$ cat config.mk
export PLATFORM = sky130hd
export DESIGN_NAME = serial_frame_encoder_flat
export DESIGN_NICKNAME = d
export VERILOG_FILES = /design/src/design/sfe_pkg.sv /design/src/design/sfe_if.sv /design/src/design/sfe_front.sv /design/src/design/sfe_queue.sv /design/src/design/sfe_back.sv /design/src/design/serial_frame_encoder.sv /design/src/flat_wrapper.sv
export VERILOG_INCLUDE_DIRS = /design/src /design/src/design
export SDC_FILE = /design/constraint.sdc
export NUM_CORES = 1
export LEC_CHECK = 0
export ABC_AREA = 0
export BUFFER_PORTS_ARGS = -buffer_cell sky130_fd_sc_hd__clkbuf_2
export CORE_MARGIN = 4
export CORE_UTILIZATION = 35
export CTS_CLUSTER_SIZE = 28
export DETAILED_ROUTE_END_ITERATION = 16
export SETUP_SLACK_MARGIN = 0.5
export SKIP_LAST_GASP = 1
export SLEW_MARGIN = 20
export SYNTH_ARGS = -nofsm -noshare
export SYNTH_HDL_FRONTEND = slang
export SYNTH_HIERARCHICAL = 1
export SYNTH_SLANG_ARGS = --single-unit
$ cat constraint.sdc
create_clock -name i_clk -period 12.2 [get_ports i_clk]
set_input_delay 2.44 -clock i_clk [delete_from_list [all_inputs] [get_ports i_clk]]
set_output_delay 2.44 -clock i_clk [all_outputs]
set_load 0.005 [all_outputs]
$ cat src/design/serial_frame_encoder_assert.svh
// assertion macros for the serial frame encoder
`ifndef SERIAL_FRAME_ENCODER_ASSERT_SVH
`define SERIAL_FRAME_ENCODER_ASSERT_SVH

`ifndef SYNTHESIS
`define SFE_ASSERT(lbl, clk, rst_n, prop) \
    lbl: assert property (@(posedge clk) disable iff (!rst_n) prop) \
        else $error("serial frame encoder check failed");
`define SFE_NEVER(lbl, clk, rst_n, expr) \
    lbl: assert property (@(posedge clk) disable iff (!rst_n) !(expr)) \
        else $error("serial frame encoder forbidden condition");
`else
`define SFE_ASSERT(lbl, clk, rst_n, prop)
`define SFE_NEVER(lbl, clk, rst_n, expr)
`endif

`endif

$ cat src/design/sfe_pkg.sv
// types and constants shared by the serial frame encoder modules
package sfe_pkg;

    localparam logic [7:0] CH_START  = 8'h23;
    localparam logic [7:0] CH_OFFSET = 8'h3d;
    localparam logic [7:0] CH_CR     = 8'h0d;
    localparam logic [7:0] ADDR_RESET = 8'h62;

    localparam int MaxVals = 4;

    typedef logic [5:0] t_sextet;

    typedef struct packed {
        logic                      hdr;
        logic [7:0]                cmd;
        logic [7:0]                addr;
        logic [2:0]                count;
        t_sextet [MaxVals-1:0]     vals;
        logic                      last;
    } t_job;

    typedef struct packed {
        logic full;
        logic empty;
    } t_q_status;

endpackage

$ cat src/design/sfe_if.sv
// channel interfaces of the serial frame encoder
interface sfe_in_if;
    logic       valid;
    logic       ready;
    logic [7:0] command_char;
    logic [7:0] payload_byte;
    logic       byte_valid;
    logic       first_of_frame;
    logic       last_of_frame;

    modport source (output valid, command_char, payload_byte, byte_valid,
                    first_of_frame, last_of_frame, input ready);
    modport sink (input valid, command_char, payload_byte, byte_valid,
                  first_of_frame, last_of_frame, output ready);
endinterface

interface sfe_out_if;
    logic       valid;
    logic       ready;
    logic [7:0] out_char;
    logic       run_end;
    logic       frame_end;

    modport source (output valid, out_char, run_end, frame_end, input ready);
    modport sink (input valid, out_char, run_end, frame_end, output ready);
endinterface

interface sfe_cfg_if;
    logic       valid;
    logic       ready;
    logic [7:0] device_address;

    modport source (output valid, device_address, input ready);
    modport sink (input valid, device_address, output ready);
endinterface

$ cat src/design/sfe_front.sv
// front end: accepts items, tracks the byte group and builds character jobs
module sfe_front import sfe_pkg::*; (
    input  logic       i_clk,
    input  logic       i_rst_n,
    sfe_in_if.sink     i_in,
    input  logic [7:0] i_device_address,
    input  t_q_status  i_q_status,
    output logic       o_push,
    output t_job       o_job
);

    logic [1:0] r_phase;
    logic [3:0] r_carry;
    logic [1:0] n_phase;
    logic [3:0] n_carry;
    logic       w_accept;
    t_job       w_job;

    always_comb begin
        t_sextet [MaxVals-1:0] vals;
        logic [2:0]            cnt;
        logic [7:0]            b;
        b       = i_in.payload_byte;
        vals    = '0;
        cnt     = 3'd0;
        n_phase = (i_in.first_of_frame || r_phase == 2'd3) ? 2'd0 : r_phase;
        n_carry = i_in.first_of_frame ? 4'd0 : r_carry;
        if (i_in.byte_valid) begin
            case (n_phase)
                2'd1: begin
                    vals[0] = {n_carry[1:0], b[7:4]};
                    n_carry = b[3:0];
                    n_phase = 2'd2;
                    cnt     = 3'd1;
                end
                2'd2: begin
                    vals[0] = {n_carry, b[7:6]};
                    vals[1] = b[5:0];
                    n_carry = 4'd0;
                    n_phase = 2'd0;
                    cnt     = 3'd2;
                end
                default: begin
                    vals[0] = b[7:2];
                    n_carry = {2'b00, b[1:0]};
                    n_phase = 2'd1;
                    cnt     = 3'd1;
                end
            endcase
        end
        if (i_in.last_of_frame) begin
            if (n_phase == 2'd1) begin
                if (cnt == 3'd0) begin
                    vals[0] = {n_carry[1:0], 4'b0000};
                end else begin
                    vals[1] = {n_carry[1:0], 4'b0000};
                end
                cnt = cnt + 3'd3;
            end else if (n_phase == 2'd2) begin
                if (cnt == 3'd0) begin
                    vals[0] = {n_carry, 2'b00};
                end else begin
                    vals[1] = {n_carry, 2'b00};
                end
                cnt = cnt + 3'd2;
            end
            n_phase = 2'd0;
            n_carry = 4'd0;
        end
        w_job.hdr   = i_in.first_of_frame;
        w_job.cmd   = i_in.command_char;
        w_job.addr  = i_device_address;
        w_job.count = cnt;
        w_job.vals  = vals;
        w_job.last  = i_in.last_of_frame;
    end

    assign i_in.ready = !i_q_status.full;
    assign w_accept   = i_in.valid && i_in.ready;
    assign o_push     = w_accept && (w_job.hdr || w_job.last || w_job.count != 3'd0);
    assign o_job      = w_job;

    always_ff @(posedge i_clk) begin
        if (!i_rst_n) begin
            r_phase <= 2'd0;
            r_carry <= 4'd0;
        end else if (w_accept) begin
            r_phase <= n_phase;
            r_carry <= n_carry;
        end
    end

endmodule

$ cat src/design/sfe_queue.sv
// job queue between the front end and the character sequencer
module sfe_queue import sfe_pkg::*; #(
    parameter int DEPTH = 4
) (
    input  logic      i_clk,
    input  logic      i_rst_n,
    input  logic      i_push,
    input  t_job      i_job,
    input  logic      i_pop,
    output t_job      o_job,
    output t_q_status o_status
);

    localparam int AW = (DEPTH > 1) ? $clog2(DEPTH) : 1;
    localparam int CW = $clog2(DEPTH + 1);

    t_job          r_mem [DEPTH];
    logic [AW-1:0] r_wr_ptr;
    logic [AW-1:0] r_rd_ptr;
    logic [CW-1:0] r_count;
    logic          w_push;
    logic          w_pop;

    assign o_status.full  = (r_count == CW'(DEPTH));
    assign o_status.empty = (r_count == '0);
    assign w_push = i_push && !o_status.full;
    assign w_pop  = i_pop && !o_status.empty;
    assign o_job  = r_mem[r_rd_ptr];

    always_ff @(posedge i_clk) begin
        if (w_push) begin
            r_mem[r_wr_ptr] <= i_job;
        end
    end

    always_ff @(posedge i_clk) begin
        if (!i_rst_n) begin
            r_wr_ptr <= '0;
            r_rd_ptr <= '0;
            r_count  <= '0;
        end else begin
            if (w_push) begin
                r_wr_ptr <= (r_wr_ptr == AW'(DEPTH - 1)) ? '0 : r_wr_ptr + AW'(1);
            end
            if (w_pop) begin
                r_rd_ptr <= (r_rd_ptr == AW'(DEPTH - 1)) ? '0 : r_rd_ptr + AW'(1);
            end
            if (w_push && !w_pop) begin
                r_count <= r_count + CW'(1);
            end else if (w_pop && !w_push) begin
                r_count <= r_count - CW'(1);
            end
        end
    end

endmodule

$ cat src/design/sfe_back.sv
// back end: walks each job and sends its characters with the running checksum
module sfe_back import sfe_pkg::*; (
    input  logic      i_clk,
    input  logic      i_rst_n,
    input  t_job      i_job,
    input  t_q_status i_q_status,
    output logic      o_pop,
    sfe_out_if.source o_out
);

    typedef enum logic [2:0] {
        S_START,
        S_HDR0,
        S_HDR1,
        S_HDR2,
        S_DATA,
        S_CKHI,
        S_CKLO,
        S_CR
    } t_step;

    t_step       r_step;
    logic [1:0]  r_idx;
    logic [11:0] r_sum;
    logic        r_valid;
    logic [7:0]  r_char;
    logic        r_run_end;
    logic        r_frame_end;

    t_step       w_cur;
    t_step       n_step;
    logic [1:0]  n_idx;
    logic [11:0] n_sum;
    logic [7:0]  w_char;
    logic        w_done;
    logic        w_cr;
    logic        w_fire;

    always_comb begin
        t_step after_data;
        after_data = i_job.last ? S_CKHI : S_START;
        if (r_step == S_START) begin
            w_cur = i_job.hdr ? S_HDR0 : ((i_job.count != 3'd0) ? S_DATA : S_CKHI);
        end else begin
            w_cur = r_step;
        end
        w_char = 8'd0;
        w_done = 1'b0;
        w_cr   = 1'b0;
        n_step = S_START;
        n_idx  = 2'd0;
        n_sum  = r_sum;
        case (w_cur)
            S_HDR0: begin
                w_char = CH_START;
                n_sum  = {4'd0, CH_START};
                n_step = S_HDR1;
            end
            S_HDR1: begin
                w_char = i_job.addr;
                n_sum  = r_sum + {4'd0, w_char};
                n_step = S_HDR2;
            end
            S_HDR2: begin
                w_char = i_job.cmd;
                n_sum  = r_sum + {4'd0, w_char};
                n_step = (i_job.count != 3'd0) ? S_DATA : after_data;
                w_done = (i_job.count == 3'd0) && !i_job.last;
            end
            S_DATA: begin
                w_char = CH_OFFSET + {2'b00, i_job.vals[r_idx]};
                n_sum  = r_sum + {4'd0, w_char};
                if ({1'b0, r_idx} + 3'd1 == i_job.count) begin
                    n_step = after_data;
                    w_done = !i_job.last;
                end else begin
                    n_step = S_DATA;
                    n_idx  = r_idx + 2'd1;
                end
            end
            S_CKHI: begin
                w_char = CH_OFFSET + {2'b00, r_sum[11:6]};
                n_step = S_CKLO;
            end
            S_CKLO: begin
                w_char = CH_OFFSET + {2'b00, r_sum[5:0]};
                n_step = S_CR;
            end
            S_CR: begin
                w_char = CH_CR;
                w_cr   = 1'b1;
                w_done = 1'b1;
                n_sum  = 12'd0;
            end
            default: begin
                w_done = 1'b1;
            end
        endcase
        if (w_done) begin
            n_step = S_START;
            n_idx  = 2'd0;
        end
    end

    assign w_fire = !i_q_status.empty && (!r_valid || o_out.ready);
    assign o_pop  = w_fire && w_done;

    assign o_out.valid     = r_valid;
    assign o_out.out_char  = r_char;
    assign o_out.run_end   = r_run_end;
    assign o_out.frame_end = r_frame_end;

    always_ff @(posedge i_clk) begin
        if (!i_rst_n) begin
            r_step  <= S_START;
            r_idx   <= 2'd0;
            r_sum   <= 12'd0;
            r_valid <= 1'b0;
        end else begin
            if (w_fire) begin
                r_step  <= n_step;
                r_idx   <= n_idx;
                r_sum   <= n_sum;
                r_valid <= 1'b1;
            end else if (o_out.ready) begin
                r_valid <= 1'b0;
            end
        end
    end

    always_ff @(posedge i_clk) begin
        if (w_fire) begin
            r_char      <= w_char;
            r_run_end   <= w_done;
            r_frame_end <= w_cr;
        end
    end

endmodule

$ cat src/design/serial_frame_encoder.sv
// top level of the serial frame encoder
// The front end takes one input transaction per cycle whenever the job queue
// (QUEUE_DEPTH jobs) has room, and turns it into a job of 1 to 10 characters
// (header, packed 6-bit data characters, padding, checksum and carriage return).
// The back end sends one character per cycle through a registered output while
// the sink is ready, and finishes each job before it takes the next; a payload byte
// in mid-frame causes about 1.33 characters. Items that cause no character are
// absorbed by the front end and queue no job. The device address register resets
// to 'b' and is written through the configuration channel, which is always ready.
`include "serial_frame_encoder_assert.svh"

module serial_frame_encoder import sfe_pkg::*; #(
    parameter int QUEUE_DEPTH = 4
) (
    input  logic      i_clk,
    input  logic      i_rst_n,
    sfe_in_if.sink    i_in,
    sfe_cfg_if.sink   i_cfg,
    sfe_out_if.source o_out
);

    logic [7:0] r_device_address;
    logic       w_push;
    logic       w_pop;
    t_job       w_front_job;
    t_job       w_back_job;
    t_q_status  w_q_status;

    assign i_cfg.ready = 1'b1;

    always_ff @(posedge i_clk) begin
        if (!i_rst_n) begin
            r_device_address <= ADDR_RESET;
        end else if (i_cfg.valid && i_cfg.ready) begin
            r_device_address <= i_cfg.device_address;
        end
    end

    sfe_front u_front (
        .i_clk            (i_clk),
        .i_rst_n          (i_rst_n),
        .i_in             (i_in),
        .i_device_address (r_device_address),
        .i_q_status       (w_q_status),
        .o_push           (w_push),
        .o_job            (w_front_job)
    );

    sfe_queue #(
        .DEPTH (QUEUE_DEPTH)
    ) u_queue (
        .i_clk    (i_clk),
        .i_rst_n  (i_rst_n),
        .i_push   (w_push),
        .i_job    (w_front_job),
        .i_pop    (w_pop),
        .o_job    (w_back_job),
        .o_status (w_q_status)
    );

    sfe_back u_back (
        .i_clk      (i_clk),
        .i_rst_n    (i_rst_n),
        .i_job      (w_back_job),
        .i_q_status (w_q_status),
        .o_pop      (w_pop),
        .o_out      (o_out)
    );

    `SFE_ASSERT(a_cr_closes_run, i_clk, i_rst_n, (o_out.valid && o_out.frame_end) |-> (o_out.out_char == CH_CR && o_out.run_end))
    `SFE_NEVER(a_queue_full_empty, i_clk, i_rst_n, w_q_status.full && w_q_status.empty)
    `SFE_ASSERT(a_pop_marks_run_end, i_clk, i_rst_n, w_pop |=> (o_out.valid && o_out.run_end))

endmodule

$ cat src/flat_wrapper.sv
// flat-port wrapper written by rule: the top's interface ports become plain ports
module serial_frame_encoder_flat import sfe_pkg::*;
#(
    parameter int QUEUE_DEPTH = 4
)
  (i_clk, i_rst_n, i_in_valid, i_in_command_char, i_in_payload_byte, i_in_byte_valid, i_in_first_of_frame, i_in_last_of_frame, i_in_ready, i_cfg_valid, i_cfg_device_address, i_cfg_ready, o_out_valid, o_out_out_char, o_out_run_end, o_out_frame_end, o_out_ready);
  sfe_in_if i_in_i ();
  sfe_cfg_if i_cfg_i ();
  sfe_out_if o_out_i ();
  input  logic i_clk;
  input  logic i_rst_n;
  input wire logic [$bits(i_in_i.valid)-1:0] i_in_valid;
  input wire logic [$bits(i_in_i.command_char)-1:0] i_in_command_char;
  input wire logic [$bits(i_in_i.payload_byte)-1:0] i_in_payload_byte;
  input wire logic [$bits(i_in_i.byte_valid)-1:0] i_in_byte_valid;
  input wire logic [$bits(i_in_i.first_of_frame)-1:0] i_in_first_of_frame;
  input wire logic [$bits(i_in_i.last_of_frame)-1:0] i_in_last_of_frame;
  output wire logic [$bits(i_in_i.ready)-1:0] i_in_ready;
  input wire logic [$bits(i_cfg_i.valid)-1:0] i_cfg_valid;
  input wire logic [$bits(i_cfg_i.device_address)-1:0] i_cfg_device_address;
  output wire logic [$bits(i_cfg_i.ready)-1:0] i_cfg_ready;
  output wire logic [$bits(o_out_i.valid)-1:0] o_out_valid;
  output wire logic [$bits(o_out_i.out_char)-1:0] o_out_out_char;
  output wire logic [$bits(o_out_i.run_end)-1:0] o_out_run_end;
  output wire logic [$bits(o_out_i.frame_end)-1:0] o_out_frame_end;
  input wire logic [$bits(o_out_i.ready)-1:0] o_out_ready;
  assign i_in_i.valid = i_in_valid;
  assign i_in_i.command_char = i_in_command_char;
  assign i_in_i.payload_byte = i_in_payload_byte;
  assign i_in_i.byte_valid = i_in_byte_valid;
  assign i_in_i.first_of_frame = i_in_first_of_frame;
  assign i_in_i.last_of_frame = i_in_last_of_frame;
  assign i_in_ready = i_in_i.ready;
  assign i_cfg_i.valid = i_cfg_valid;
  assign i_cfg_i.device_address = i_cfg_device_address;
  assign i_cfg_ready = i_cfg_i.ready;
  assign o_out_valid = o_out_i.valid;
  assign o_out_out_char = o_out_i.out_char;
  assign o_out_run_end = o_out_i.run_end;
  assign o_out_frame_end = o_out_i.frame_end;
  assign o_out_i.ready = o_out_ready;
  serial_frame_encoder #(.QUEUE_DEPTH(QUEUE_DEPTH)) u_core (.i_clk(i_clk), .i_rst_n(i_rst_n), .i_in(i_in_i), .i_cfg(i_cfg_i), .o_out(o_out_i));
endmodule
==> Yosys cells after proc, flatten, opt, wreduce, memory -nomap -nowiden <==
Memory sizes are Yosys's and may differ from the RTL's. A register that Yosys moved wholly into a read port is not among the register bits.
Index checks and enable logic that the tools add are counted.
{ "word_totals": {"n_memories": 1, "ram_bits": 132, "word_cells": 126, "regBits": 49, "input_bits": 32, "output_inout_bits": 13} }
{ "mem_list": {"columns": ["name", "depth", "word_bits", "read_ports", "rd_ports_with_merged_regs", "wr", "line", "text"], "rows": [
  ["u_core.u_queue.r_mem", 4, 33, 1, 1, 1, "sfe_queue.sv:17", "t_job r_mem [DEPTH];"]
]} }
{ "classes": {"n_lt_le_gt_ge": 1, "add_sub_neg": 14, "n_reduce_logical": 30, "n_eq_ne": 16, "n_mux": 51} }
{ "op_table": {"columns": ["operator", "n"], "rows": [
  ["12-bit case mux with 5 select lines", 1],
  ["8-bit case mux with 7 select lines", 1],
  ["12-bit two-way mux", 4],
  ["6-bit two-way mux", 6],
  ["3-bit two-way mux", 11],
  ["12-bit by 8-bit adder with 12-bit output", 2],
  ["2-bit two-way mux", 12],
  ["6-bit by 6-bit adder with 7-bit output, first input constant", 3],
  ["3-bit case mux with 6 select lines", 1],
  ["3-bit equality test, second input constant", 5],
  ["12-bit by 7-bit adder with 12-bit output", 1],
  ["6-bit binary-select mux with 2-bit select", 1],
  ["3-bit logical NOT", 4],
  ["4-bit two-way mux", 3],
  ["6-bit case mux with 2 select lines", 1],
  ["2-bit equality test, second input constant", 5],
  ["1-bit logical AND", 9],
  ["4-bit case mux with 2 select lines", 1],
  ["1-bit two-way mux", 7],
  ["2-bit by 1-bit adder with 2-bit output, second input constant", 3],
  ["3-bit by 2-bit adder with 3-bit output, second input constant", 2],
  ["3-bit by 2-bit equality test with 1-bit output, second input constant", 2],
  ["1-bit logical NOT", 6],
  ["3-bit nonzero test", 2],
  ["14 further kinds", 19]
]} }

==> Longest topological paths before layout <==
Gate-level depths: netlist (run 1).
{ "logic_depth": {"depth_word": 18, "ltp_mapped": 19, "mapped_depth_nobuf": 16} }

==> By module <==
Netlist (run 1), hierarchy kept.
{ "modules_own_cells": {"columns": ["mod", "seq_area_each_um2", "area_each_um2", "cells_per_inst", "n_inst"], "rows": [
  ["sfe_queue", 5585.4, 7034.2, 286, 1],
  ["sfe_back", 660.6, 2431.1, 286, 1],
  ["sfe_front", 120.1, 1028.5, 136, 1],
  ["serial_frame_encoder", 160.2, 305.3, 27, 1]
]} }

==> Worst setup path after synthesis (run 1) <==
Ideal clock, no wire load.
{ "synth_timing": {"path_kind": "input-to-reg", "startpoint": "input i_in_byte_valid", "endpoint": "memory u_core/u_queue/r_mem[0][0] (netlist bit) (enable)", "arrival_time_ns": 4.199, "setup_ns": 0.407, "required_ns": 11.793, "path_stages": 6, "n_path_buf": 2, "slack_ns": 7.594, "cell_sequence": "buf_2 o311ai_1 inv_1 nor2b_1 buf_2 and2_1"} }
{ "synth_between": {"elab_chain_len": 11, "elab_cells_between_ends": 15, "cone_classes": "add/sub: 2; eq/ne: 2; mux: 7; reduce/logical: 4"} }
{ "synth_rtl": {"columns": ["element", "line", "text"], "rows": [
  ["start: declaration", "flat_wrapper.sv:15", "input wire logic [$bits(i_in_i.byte_valid)-1:0] i_in_byte_valid;"],
  ["2-bit two-way mux", "sfe_front.sv:28", "if (i_in.byte_valid) begin"],
  ["3-bit by 2-bit adder with 3-bit output / 2-bit equality test (equally long branches)", "sfe_front.sv:65, sfe_front.sv:59", null],
  ["3-bit two-way mux", "sfe_front.sv:59", "end else if (n_phase == 2'd2) begin"],
  ["3-bit two-way mux", "sfe_front.sv:52", "if (n_phase == 2'd1) begin"],
  ["3-bit two-way mux *", "sfe_front.sv:51", "if (i_in.last_of_frame) begin"],
  ["3-bit nonzero test *", "sfe_front.sv:80", "assign o_push = w_accept && (w_job.hdr || w_job.last || w_job.count != 3'd0);"],
  ["1-bit logical OR *", "sfe_front.sv:80", null],
  ["1-bit logical AND *", "sfe_front.sv:80", null],
  ["named net u_core.w_push", "serial_frame_encoder.sv:23", "logic w_push;"],
  ["1-bit logical AND *", "sfe_queue.sv:26", "assign w_push = i_push && !o_status.full;"],
  ["named net u_core.u_queue.w_push", "sfe_queue.sv:21", "logic w_push;"],
  ["1-bit two-way mux *", "sfe_queue.sv:31", "if (w_push) begin"],
  ["1-bit two-way mux (implied by the code) *", "sfe_queue.sv:32", "r_mem[r_wr_ptr] <= i_job;"],
  ["end: declaration", "sfe_queue.sv:17", null]
]} }
Mark *: on every way through the listed nets, which the timed path passes. The rest lies on a longest branch.

==> flow_summary.ini, run 1 <==
[clock_tree]
ctsResizeCount = 0
cts_sinks = 231
postCtsHoldBufs = 0
cts_tree = done
cts_made_buffers = 26
cts_root_buffer = clkbuf_16
h-tree-depth = 1
clk_path_buf_depth = 3
clock_latency_ps = 540
path_clk_slew_ps = 60
post-cts-setup-buffers = 0

[global_routing]
track_usage_pct = 12.89
grt_pass1_wl_um = 34700
first_global_vias = 6174
grt_max_degree = 46
grt_antenna_before_repair = 0
overflow = 0

[synth]
synth_compound_area_share_pct = 9.501
ys_warn_count = 6
synthSimpleGateAreaFrac_pct = 7.821
syn_area_um2 = 10800
syn_inst = 735
ys.flop_type = edfxtp_1
avgSynthCellArea_um2 = 14.69
synthDistinctLibCells = 74
postSynth.asyncResetShare_pct = 0
synth-seq-cells = 231
yosysSeqAreaShare_pct = 60.43
synth_edf_count = 190
synth_top_family_by_area = multiplexers
synthAdderAreaFrac_pct = 3.036
synthMuxAreaShare_pct = 12.43
synth_xor_area_share_pct = 1.622

[sta]
period_share_pct = 40.85
finalCriticalPeriod_ps = 4984
final_max_slew_viol_count = 0
setup_violations = 0
hold_viol = 0
worst_slew_pin_slew_ps = 916.3
setup_ws_ps = 7216
max_freq_ghz = 0.2006
final.setup.tns_ps = 0
slew_headroom_pct = 38.50
skew_ps = 9.347
grt_setup_unrepaired = no

[finish]
post_route_cells_drive_above_1_share_pct = 19.90
nets = 816
final_cell_mix = edfxtp_1 (190), nand2_1 (50), mux4_2 (45), clkbuf_2 (43), dfxtp_1 (39)
final_cell_area_um2 = 11990
final_common_cell = edfxtp_1
area_growth_pct = 11.01
diodes = 0

[floorplan]
fp.dieH_um = 183.7
die_w_um = 183.7
die_area_um2 = 33730
fp-row-count = 64
io_pins = 45
core_area_um2 = 30510
start_util_pct = 35.40

[power_and_ir_drop]
power_density_nw_per_um2 = 217.5
irDropWorstVdd_mv = 0.1133
total_leakage_power_nw = 4.209

[setup_path]
start_kind = flip-flop
worst-path-max-fanout = 45
cp.arrival_ps = 5450
reg2reg_slack_ps = 7220
r2r-end = u_core/u_back/r_sum[8]
crit_path_end = u_core/u_back/r_sum[8]
cp_data_required_time_ps = 12660
critical_path_class = reg2reg
rr_worst_depth = 16
worstSetupEndpointType = flip-flop

[routing]
avgViaCountPerCell = 5.193
vias = 6102
drt-total-wl_um = 21730
ant_nets = 0
wl_per_cell_um = 18.49
drc = 0
first_pass_iters = 4
drtIter0Drc = 328

[hold_path]
hold_path.class = reg2reg

[place]
gp_congestion = 0.8383
dp_hpwl_um = 14240
dpl_worst_slack_ps = 7140
place_area_um2 = 11140
port_buffers = 43

[job]
cap_violations = 0

[status]
status = complete, no violations
[through the flow]
step / hold slack (ps) / total power [mW] / std cells / utilization, %
6_report: 510.8 / 2.608 / 1175 / 39.29
3_3_place_gp: 489.2 / 1.868 / 1127 / 36.52
3_5_place_dp: 496.6 / 1.876 / 1127 / 36.52
5_1_grt: 535.7 / 2.759 / 1175 / 39.29
4_1_cts: 505.8 / 2.633 / 1175 / 39.29
2_1_floorplan: 441.5 / 1.650 / 746 / -
[where the power goes]
part	internal, mW	switching, mW
Sequential	1.02	0.0705
Clock	0.440	0.307
Combinational	0.305	0.467
Total	1.76	0.845
[area by class of cell]
cell class,instances,area (um^2)
Fill cell,2826,18520
Sequential cell,231,6531
Multi-Input combinational cell,428,3770
Clock buffer,41,777.0
Tap cell,396,495.5
Timing Repair Buffer,48,252.7
Inverter,24,91.34
Clock inverter,7,70.07
[worst max-delay path, stage by stage, from the launching register on]
cell and delay (ps):
dfxtp_4 940, mux4_2 640, nor3_1 350, o211ai_1 110, nor2b_1 150, ha_1 310, o21a_1 210, nor2_1 410
a21o_1 200, ha_1 160, inv_1 50, fa_1 410, nor2b_1 130, o21a_1 170, o21ai_0 140, a211oi_1 280
mux2i_1 210
[metal layers]
metal  up-vias  share of wire (%)  global-route usage (%)
li1       2856                  -                       -
met1      3097                 45                   17.73
met2       123                 49                   21.68
met3        26                3.8                   2.078
met4         0                1.6                   2.861
met5         -                  0                       0
[cells by family (layout without fill, tap and decap cells)]
| kind of cell | Yosys count | after routing |
|---|---|---|
| muxes | 68 | 68 |
| DFF | 231 | 231 |
| other | 2 | 13 |
| adders and majority gates | 25 | 25 |
| AOI/OAI and AO/OA | 143 | 143 |
| buffers and inverters | 87 | 120 |
| and+or+nand+nor | 159 | 159 |
| xor gates and xnor gates | 20 | 20 |
[worst min path at each step]
stage	start	to	slack, ps	depth (start not counted)
6_report	u_core/u_queue/r_wr_ptr[1]	u_core/u_queue/r_wr_ptr[1]	510	2
5_1_grt	u_core/u_back/r_sum[11]	u_core/u_back/r_sum[11]	540	2
4_1_cts	u_core/u_back/r_sum[11]	u_core/u_back/r_sum[11]	510	2
3_5_place_dp	u_core/u_back/r_sum[11]	u_core/u_back/r_sum[11]	500	2
3_3_place_gp	u_core/u_queue/r_wr_ptr[1]	u_core/u_queue/r_wr_ptr[1]	490	2
2_1_floorplan	u_core/r_device_address[1]	u_core/r_device_address[1]	440	2
[registers in the layout (all words and copies together), names as in the netlist, named ones only]
signal / count
u_core/u_queue/r_mem: 180
u_core/u_back/r_sum: 12
u_core/r_device_address: 8
u_core/u_back/o_out.out_char: 8
u_core/u_front/r_carry: 4
u_core/u_back/r_step: 3
u_core/u_queue/r_count: 3
u_core/u_back/r_idx: 2
u_core/u_front/r_phase: 2
u_core/u_queue/r_rd_ptr: 2
u_core/u_queue/r_wr_ptr: 2
u_core/u_back/o_out.frame_end: 1
u_core/u_back/o_out.run_end: 1
u_core/u_back/o_out.valid: 1
[cell usage after synthesis (4+ instances only)]
library cell	instances	area, um^2
nor2b_1	24	150.1
dfxtp_1	41	820.8
a22oi_1	13	97.59
nand2b_1	5	31.28
and2_1	9	56.30
clkbuf_1	15	56.30
a22o_1	5	43.79
edfxtp_1	190	5705
o21ai_1	5	25.02
a211oi_1	7	52.55
nand2_1	50	187.7
xnor2_1	9	78.83
mux2i_1	16	160.2
a21o_1	11	82.58
a21oi_1	28	140.1
inv_1	21	78.83
nor3_1	11	55.05
nor2_1	20	75.07
o211ai_1	5	37.54
mux4_1	6	157.7
o21ai_0	21	105.1
buf_2	7	35.03
mux4_2	45	1013
o211a_1	4	40.04
o21a_1	4	30.03
nand3_1	10	50.05
buf_4	31	232.7
buf_12	4	80.08
ha_1	23	287.8
or3_1	6	37.54
buf_6	4	45.04
xor2_1	11	96.34
Note: power is estimated with default switching activity, not from simulation.
==> run 2, diff against run 1 <==
clock period = 4.8 ns   (was 12.2 ns; I/O delays follow)
==> run 2 against run 1 <==
Compared with the run above:
- sequential power rose to 2.5 times the previous value
- sequential share of layout area down 0.86 points
- non-clock buffer count up 16
- global-route usage about the same
==> flow_summary.ini, run 2 (synthesis gave the netlist of run 1 again) <==
[finish]
final_cell_area_um2 = 12180
regMostFlops = u_core/u_queue/r_mem
post_route_cells_drive_above_1_share_pct = 22.19
largest_reg_flops = 180
nets = 831
final_common_cell = edfxtp_1
final_cell_mix = edfxtp_1 (190), nand2_1 (50), mux4_2 (45), clkbuf_2 (43), dfxtp_1 (39)
area_growth_pct = 12.83
largestRegisters = u_core/u_queue/r_mem: 180 flops, u_core/u_back/r_sum: 12 flops
diodes = 0

[setup_path]
worst_path_most_repeated_cell = buf_4
crit_chain = buf_4, buf_4, mux4_1, mux4_2, a21oi_1, xnor2_1, nor2_1, a221o_1, ha_1, and4_1, o2111ai_1, a211oi_2, mux2i_1
worst-path-buf-inv = 2
cp.arrival_ps = 4490
rr_worst_depth = 13
max_stage_delay_ps = 580
worst_path_max_delay_cell = mux4_2
cp_data_required_time_ps = 5250
worst-path-max-fanout = 14
path_delay_family = multiplexers
critical_path_class = reg2reg
cp.depth = 13
worstSetupEndpointType = flip-flop
start_kind = flip-flop

[clock_tree]
clock_latency_ps = 520
h-tree-depth = 1
cts_tree = done
clk_path_buf_depth = 3
postCtsHoldBufs = 0
cts_made_buffers = 25
cts_sinks = 231
path_clk_slew_ps = 60
cts_root_buffer = clkbuf_16

[sta]
skew_ps = 12.13
final.setup.tns_ps = 0
max_freq_ghz = 0.2475
worst_slew_pin_slew_ps = 865.1
setup_violations = 0
finalCriticalPeriod_ps = 4041
hold_viol = 0
whs_ps = 499.8
final_max_slew_viol_count = 0
grt_setup_unrepaired = no
slew_headroom_pct = 41.94
period_share_pct = 84.19

[routing]
wl_per_cell_um = 18.43
first_pass_iters = 4
ant_nets = 0
avgViaCountPerCell = 5.164
drtIter0Drc = 394
vias = 6140
drc = 0
drt-total-wl_um = 21920

[status]
status = complete, no violations

[power_and_ir_drop]
clkPwrFrac_pct = 27.9
total_leakage_power_nw = 4.298
irDropWorstVdd_mv = 0.2404
net-switching-power_mw = 2.120
power.internal_mw = 4.502
finalPower_mw = 6.622
swShare_pct = 32.02
power_frac_comb_pct = 30.6
power_density_nw_per_um2 = 543.5
seqPwrFrac_pct = 41.5

[global_routing]
grt_max_degree = 34
use_met3_pct = 2.196
grtUsageMet1_pct = 17.78
grt_pass1_wl_um = 34430
overflow = 0
track_usage_pct = 12.86
use_met2_pct = 21.28
grt_antenna_before_repair = 0
first_global_vias = 6028
top_usage_layer = met2

[place]
port_buffers = 43
dp_hpwl_um = 15030
place_area_um2 = 11240
gp_congestion = 0.8677

[floorplan]
die_w_um = 183.7
fp.dieH_um = 183.7
die_area_um2 = 33730
start_util_pct = 35.40
fp-row-count = 64
core_area_um2 = 30510
io_pins = 45

[hold_path]
whs_path_depth = 0
hold_path.class = reg2reg

[job]
cap_violations = 0
[run 2: changes by cell type in the layout (fill, tap and decap cells not counted), sizes merged]
cell    previous run  this run
buf                5        20
clkinv             6         5
inv               24        25
clkbuf            84        82
bufinv             0         1
[run 2: power by group through the flow]
stage	logic, mW	clock network (mW)	registers, mW
CTS	2.01	1.90	2.75
finish	2.03	1.85	2.75
global placement	2.01	0	2.78
detailed placement	2.00	0	2.79
floorplan	1.46	0	2.73
global route	2.25	1.99	2.78
[run 2: area by class of cell]
cell class / instances / area (um^2)
flip-flops and latches: 231 / 6534
clock inverters: 8 / 75.07
multi-input cells: 428 / 3802
clock buffers: 38 / 725.7
inverters: 24 / 91.34
fillers: 2771 / 18330
well taps: 396 / 495.5
repair buffers: 64 / 460.4
[run 2: layer usage]
| metal | part of all wire [%] | wire length [um] | vias up |
|---|---|---|---|
| met1 | 45 | 9945 | 3084 |
| met2 | 48 | 10620 | 118 |
| met5 | 0 | 0 | - |
| met4 | 2.1 | 465 | 0 |
| li1 | - | - | 2910 |
| met3 | 4.0 | 885 | 28 |
[run 2: stage by stage]
step / worst slack [ps] / instances / utilization (%)
3_5_place_dp: 437.6 / 1134 / 36.85
4_1_cts: 506.1 / 1180 / 39.49
2_1_floorplan: 703.0 / 746 / -
6_report: 758.9 / 1189 / 39.94
3_3_place_gp: 547.6 / 1134 / 36.85
5_1_grt: 493.0 / 1189 / 39.94
[run 2: path summary, 6_finish.rpt]
check                              from                          end  slack, ps
max                           flip-flop      u_core/u_back/r_sum[11]        760
min          u_core/r_device_address[4]  u_core/u_queue/r_mem[3][32]        500
max reg2reg                   flip-flop      u_core/u_back/r_sum[11]        760
min reg2reg  u_core/r_device_address[4]  u_core/u_queue/r_mem[3][32]        500
[run 2: timing repair]
| item | 4_1_cts | 5_1_grt |
|---|---|---|
| pin swaps | 0 | 2 |
| hold endpoints to repair | 0 | 0 |
| gates cloned | 0 | 1 |
| gates resized for setup | 1 | 9 |
| setup endpoints to repair | 1 | 9 |
| setup buffers | 0 | 8 |
==> run 3, diff against run 2 <==
ABC_AREA = 1   (was 0)
clock period = 4.04 ns   (was 4.8 ns; I/O delays follow)
==> run 3 against run 2 <==
Compared with the run above:
- cell area rose by 5.5%
- clock skew fell by 2.5 ps
- critical path type unchanged
- hold slack worse by 12 ps
- sequential cell count unchanged
- synthesized cell count up 58%
- core utilization rose by 0.37 points
- cell count up 40%
- worst setup slack worse by 270 ps
- power grew 9.0%
- via count grew 31%
- largest cell class unchanged
- first-iteration DRC count grew 15%
- synthesized area grew 5.8%
==> flow_summary.ini, run 3 <==
[status]
status = complete, no violations

[routing]
drtIter0Drc = 454
first_pass_iters = 5
avgViaCountPerCell = 4.861
dr_wl_met3_um = 1506
ant_nets = 0
drt-total-wl_um = 25750
vias = 8064
wl_met1_um = 11820
wl_per_cell_um = 15.52
top_layer_used = met4
drc = 0
wl_met2_um = 11950

[floorplan]
die_w_um = 188.6
fp-row-count = 65
core_area_um2 = 31880
die_area_um2 = 35590
fp.dieH_um = 188.6
io_pins = 45
start_util_pct = 35.82

[finish]
fin_cells = 1659
final_cell_mix = nand2_1 (217), edfxtp_1 (190), nor2_1 (144), inv_1 (99), o21ai_1 (64)
largestRegisters = u_core/u_queue/r_mem: 180 flops, u_core/u_back/r_sum: 12 flops
diodes = 0
largest_reg_flops = 180
area_growth_pct = 12.52
final_common_cell = nand2_1
regMostFlops = u_core/u_queue/r_mem
post_route_cells_drive_above_1_share_pct = 16.99
nets = 1263
fill_cells = 3145

[power_and_ir_drop]
clkPwrFrac_pct = 29.3
total_leakage_power_nw = 5.039
irDropWorstVdd_mv = 0.3672
power_frac_comb_pct = 28.2
net-switching-power_mw = 2.376
power.internal_mw = 4.841
swShare_pct = 32.92
seqPwrFrac_pct = 42.4
finalPower_mw = 7.218
power_density_nw_per_um2 = 561.6

[synth]
netlist_top_cells_count = nand2_1 (223), edfxtp_1 (190), nor2_1 (153)
syn_inst = 1164
yosysTopAreaCellShare_pct = 49.96
synth.most_common_cell = nand2_1
yosysSeqAreaShare_pct = 57.14
avgSynthCellArea_um2 = 9.812
synth_edf_count = 190
synthDistinctLibCells = 49
syn_area_um2 = 11420
synth-seq-cells = 231
yosysTopAreaCell = edfxtp_1
ys.flop_type = edfxtp_1
postSynth.asyncResetShare_pct = 0
synth_top_cells_by_area = edfxtp_1 (50%), nand2_1 (7.3%), dfxtp_1 (7.2%), nor2_1 (5.0%), inv_1 (3.3%)
ys_warn_count = 6

[sta]
final_max_slew_viol_count = 0
max_freq_ghz = 0.2816
grt_setup_unrepaired = yes
slew_headroom_pct = 51.63
worst_slew_pin_slew_ps = 725.6
setup_violations = 0
period_share_pct = 87.91
final.setup.tns_ps = 0
hold_viol = 0
skew_ps = 9.605
finalCriticalPeriod_ps = 3552
setup_ws_ps = 488.5

[clock_tree]
cts_sinks = 231
cts_made_buffers = 25
h-tree-depth = 1
postCtsHoldBufs = 0
cts_tree = done
clock_latency_ps = 520
cts_root_buffer = clkbuf_16
path_clk_slew_ps = 60
clk_path_buf_depth = 3

[setup_path]
cp_data_required_time_ps = 4420
critical_path_class = reg2reg
reg2reg_slack_ps = 490
cp.arrival_ps = 3940
worst-path-max-fanout = 15
worstSetupEndpointType = flip-flop
start_kind = flip-flop

[place]
port_buffers = 43
dpl_worst_slack_ps = 149.2
gp_congestion = 0.9229
dp_hpwl_um = 17000
placedCellCount = 1597

[global_routing]
track_usage_pct = 14.21
grt_pass1_wl_um = 41340
grt_max_degree = 53
grt_antenna_before_repair = 0
first_global_vias = 7757
overflow = 0

[hold_path]
hold_path.class = reg2reg

[job]
cap_violations = 0
## run 3: cell types whose count changed after synthesis, moves of 12 or more
cell	previous run	this run
clkbuf_1	15	2
nand2_1	50	223
mux2i_1	16	0
nand4_1	0	13
nand3_1	10	58
nor2_1	20	153
o21ai_0	21	54
o21ai_1	5	63
a22oi_1	13	1
nor2b_1	24	0
mux4_2	45	0
o22ai_1	2	46
inv_1	21	101
## run 3: kinds of logic (layout without fill, tap and decap cells)
group	Yosys count	in the layout	share of synthesized area, %
and+or+nand+nor	494	494	19.16
other	2	13	0.06576
AOI/OAI and AO/OA	219	219	10.81
adders and majority gates	25	25	2.870
DFF	231	231	57.14
buffers and inverters	189	238	9.641
xor gates and xnor gates	4	4	0.3067
## run 3: through the flow
step | util [%] | cell area, um^2 | hold slack [ps]
after global placement | 36.97 | 11790 | 459.5
after detailed placement | 36.97 | 11790 | 480.2
after floorplan | - | 11520 | 430.1
final | 40.31 | 12850 | 487.5
after global routing | 40.31 | 12850 | 495.9
after CTS | 39.49 | 12590 | 472.4
## run 3: metal layers
metal  vias up  track usage [%]
met5         -                0
met4         0            3.195
met3        29            2.167
met2       219            23.29
met1      3799            20.05
li1       4017                -
## run 3: layout make-up
| type | instances | area (um^2) | area share, % |
|---|---|---|---|
| Tap cell | 435 | 544.3 | 4.235 |
| Timing Repair Buffer | 75 | 513.0 | 3.992 |
| Clock inverter | 11 | 91.34 | 0.7107 |
| Inverter | 118 | 474.2 | 3.690 |
| Multi-Input combinational cell | 755 | 4025 | 31.32 |
| Sequential cell | 231 | 6534 | 50.84 |
| Clock buffer | 34 | 669.4 | 5.209 |
## run 3: repair_timing
item	in CTS	in global routing
hold endpoints to repair	0	0
gates resized for setup	5	48
pin swaps	4	15
cloned	0	0
setup buffers	3	14
setup endpoints to repair	11	12
## run 3: power groups by stage
stage / clock network [mW] / logic [mW] / registers [mW]
2_1_floorplan: 0 / 1.42 / 3.05
3_3_place_gp: 0 / 1.86 / 3.10
3_5_place_dp: 0 / 1.87 / 3.11
4_1_cts: 2.18 / 1.90 / 3.06
5_1_grt: 2.27 / 2.28 / 3.09
6_report: 2.12 / 2.04 / 3.06
## run 3: critical path, cell delays in order, from the launching register on
cell	delay (ps)
dfxtp_4	440
inv_12	70
o21ai_4	150
o22ai_2	110
nor3_2	230
nor2_1	80
o31ai_2	270
inv_1	110
ha_4	200
nand2_8	90
inv_8	50
nor2_4	120
nand2_1	70
nand2_2	90
ha_4	140
inv_2	40
fa_2	350
nand3b_1	180
nand2_2	110
buf_6	100
a21oi_2	50
or2_4	220
nand3_2	70
a21oi_2	50
## run 3: worst paths after layout
path,to,start,cells past startpoint
setup / recovery,u_core/u_back/r_sum[6],flip-flop,23
hold / removal,u_core/u_front/r_carry[1],u_core/u_front/r_carry[1],2
setup reg to reg,u_core/u_back/r_sum[6],flip-flop,23
hold reg to reg,u_core/u_front/r_carry[1],u_core/u_front/r_carry[1],2
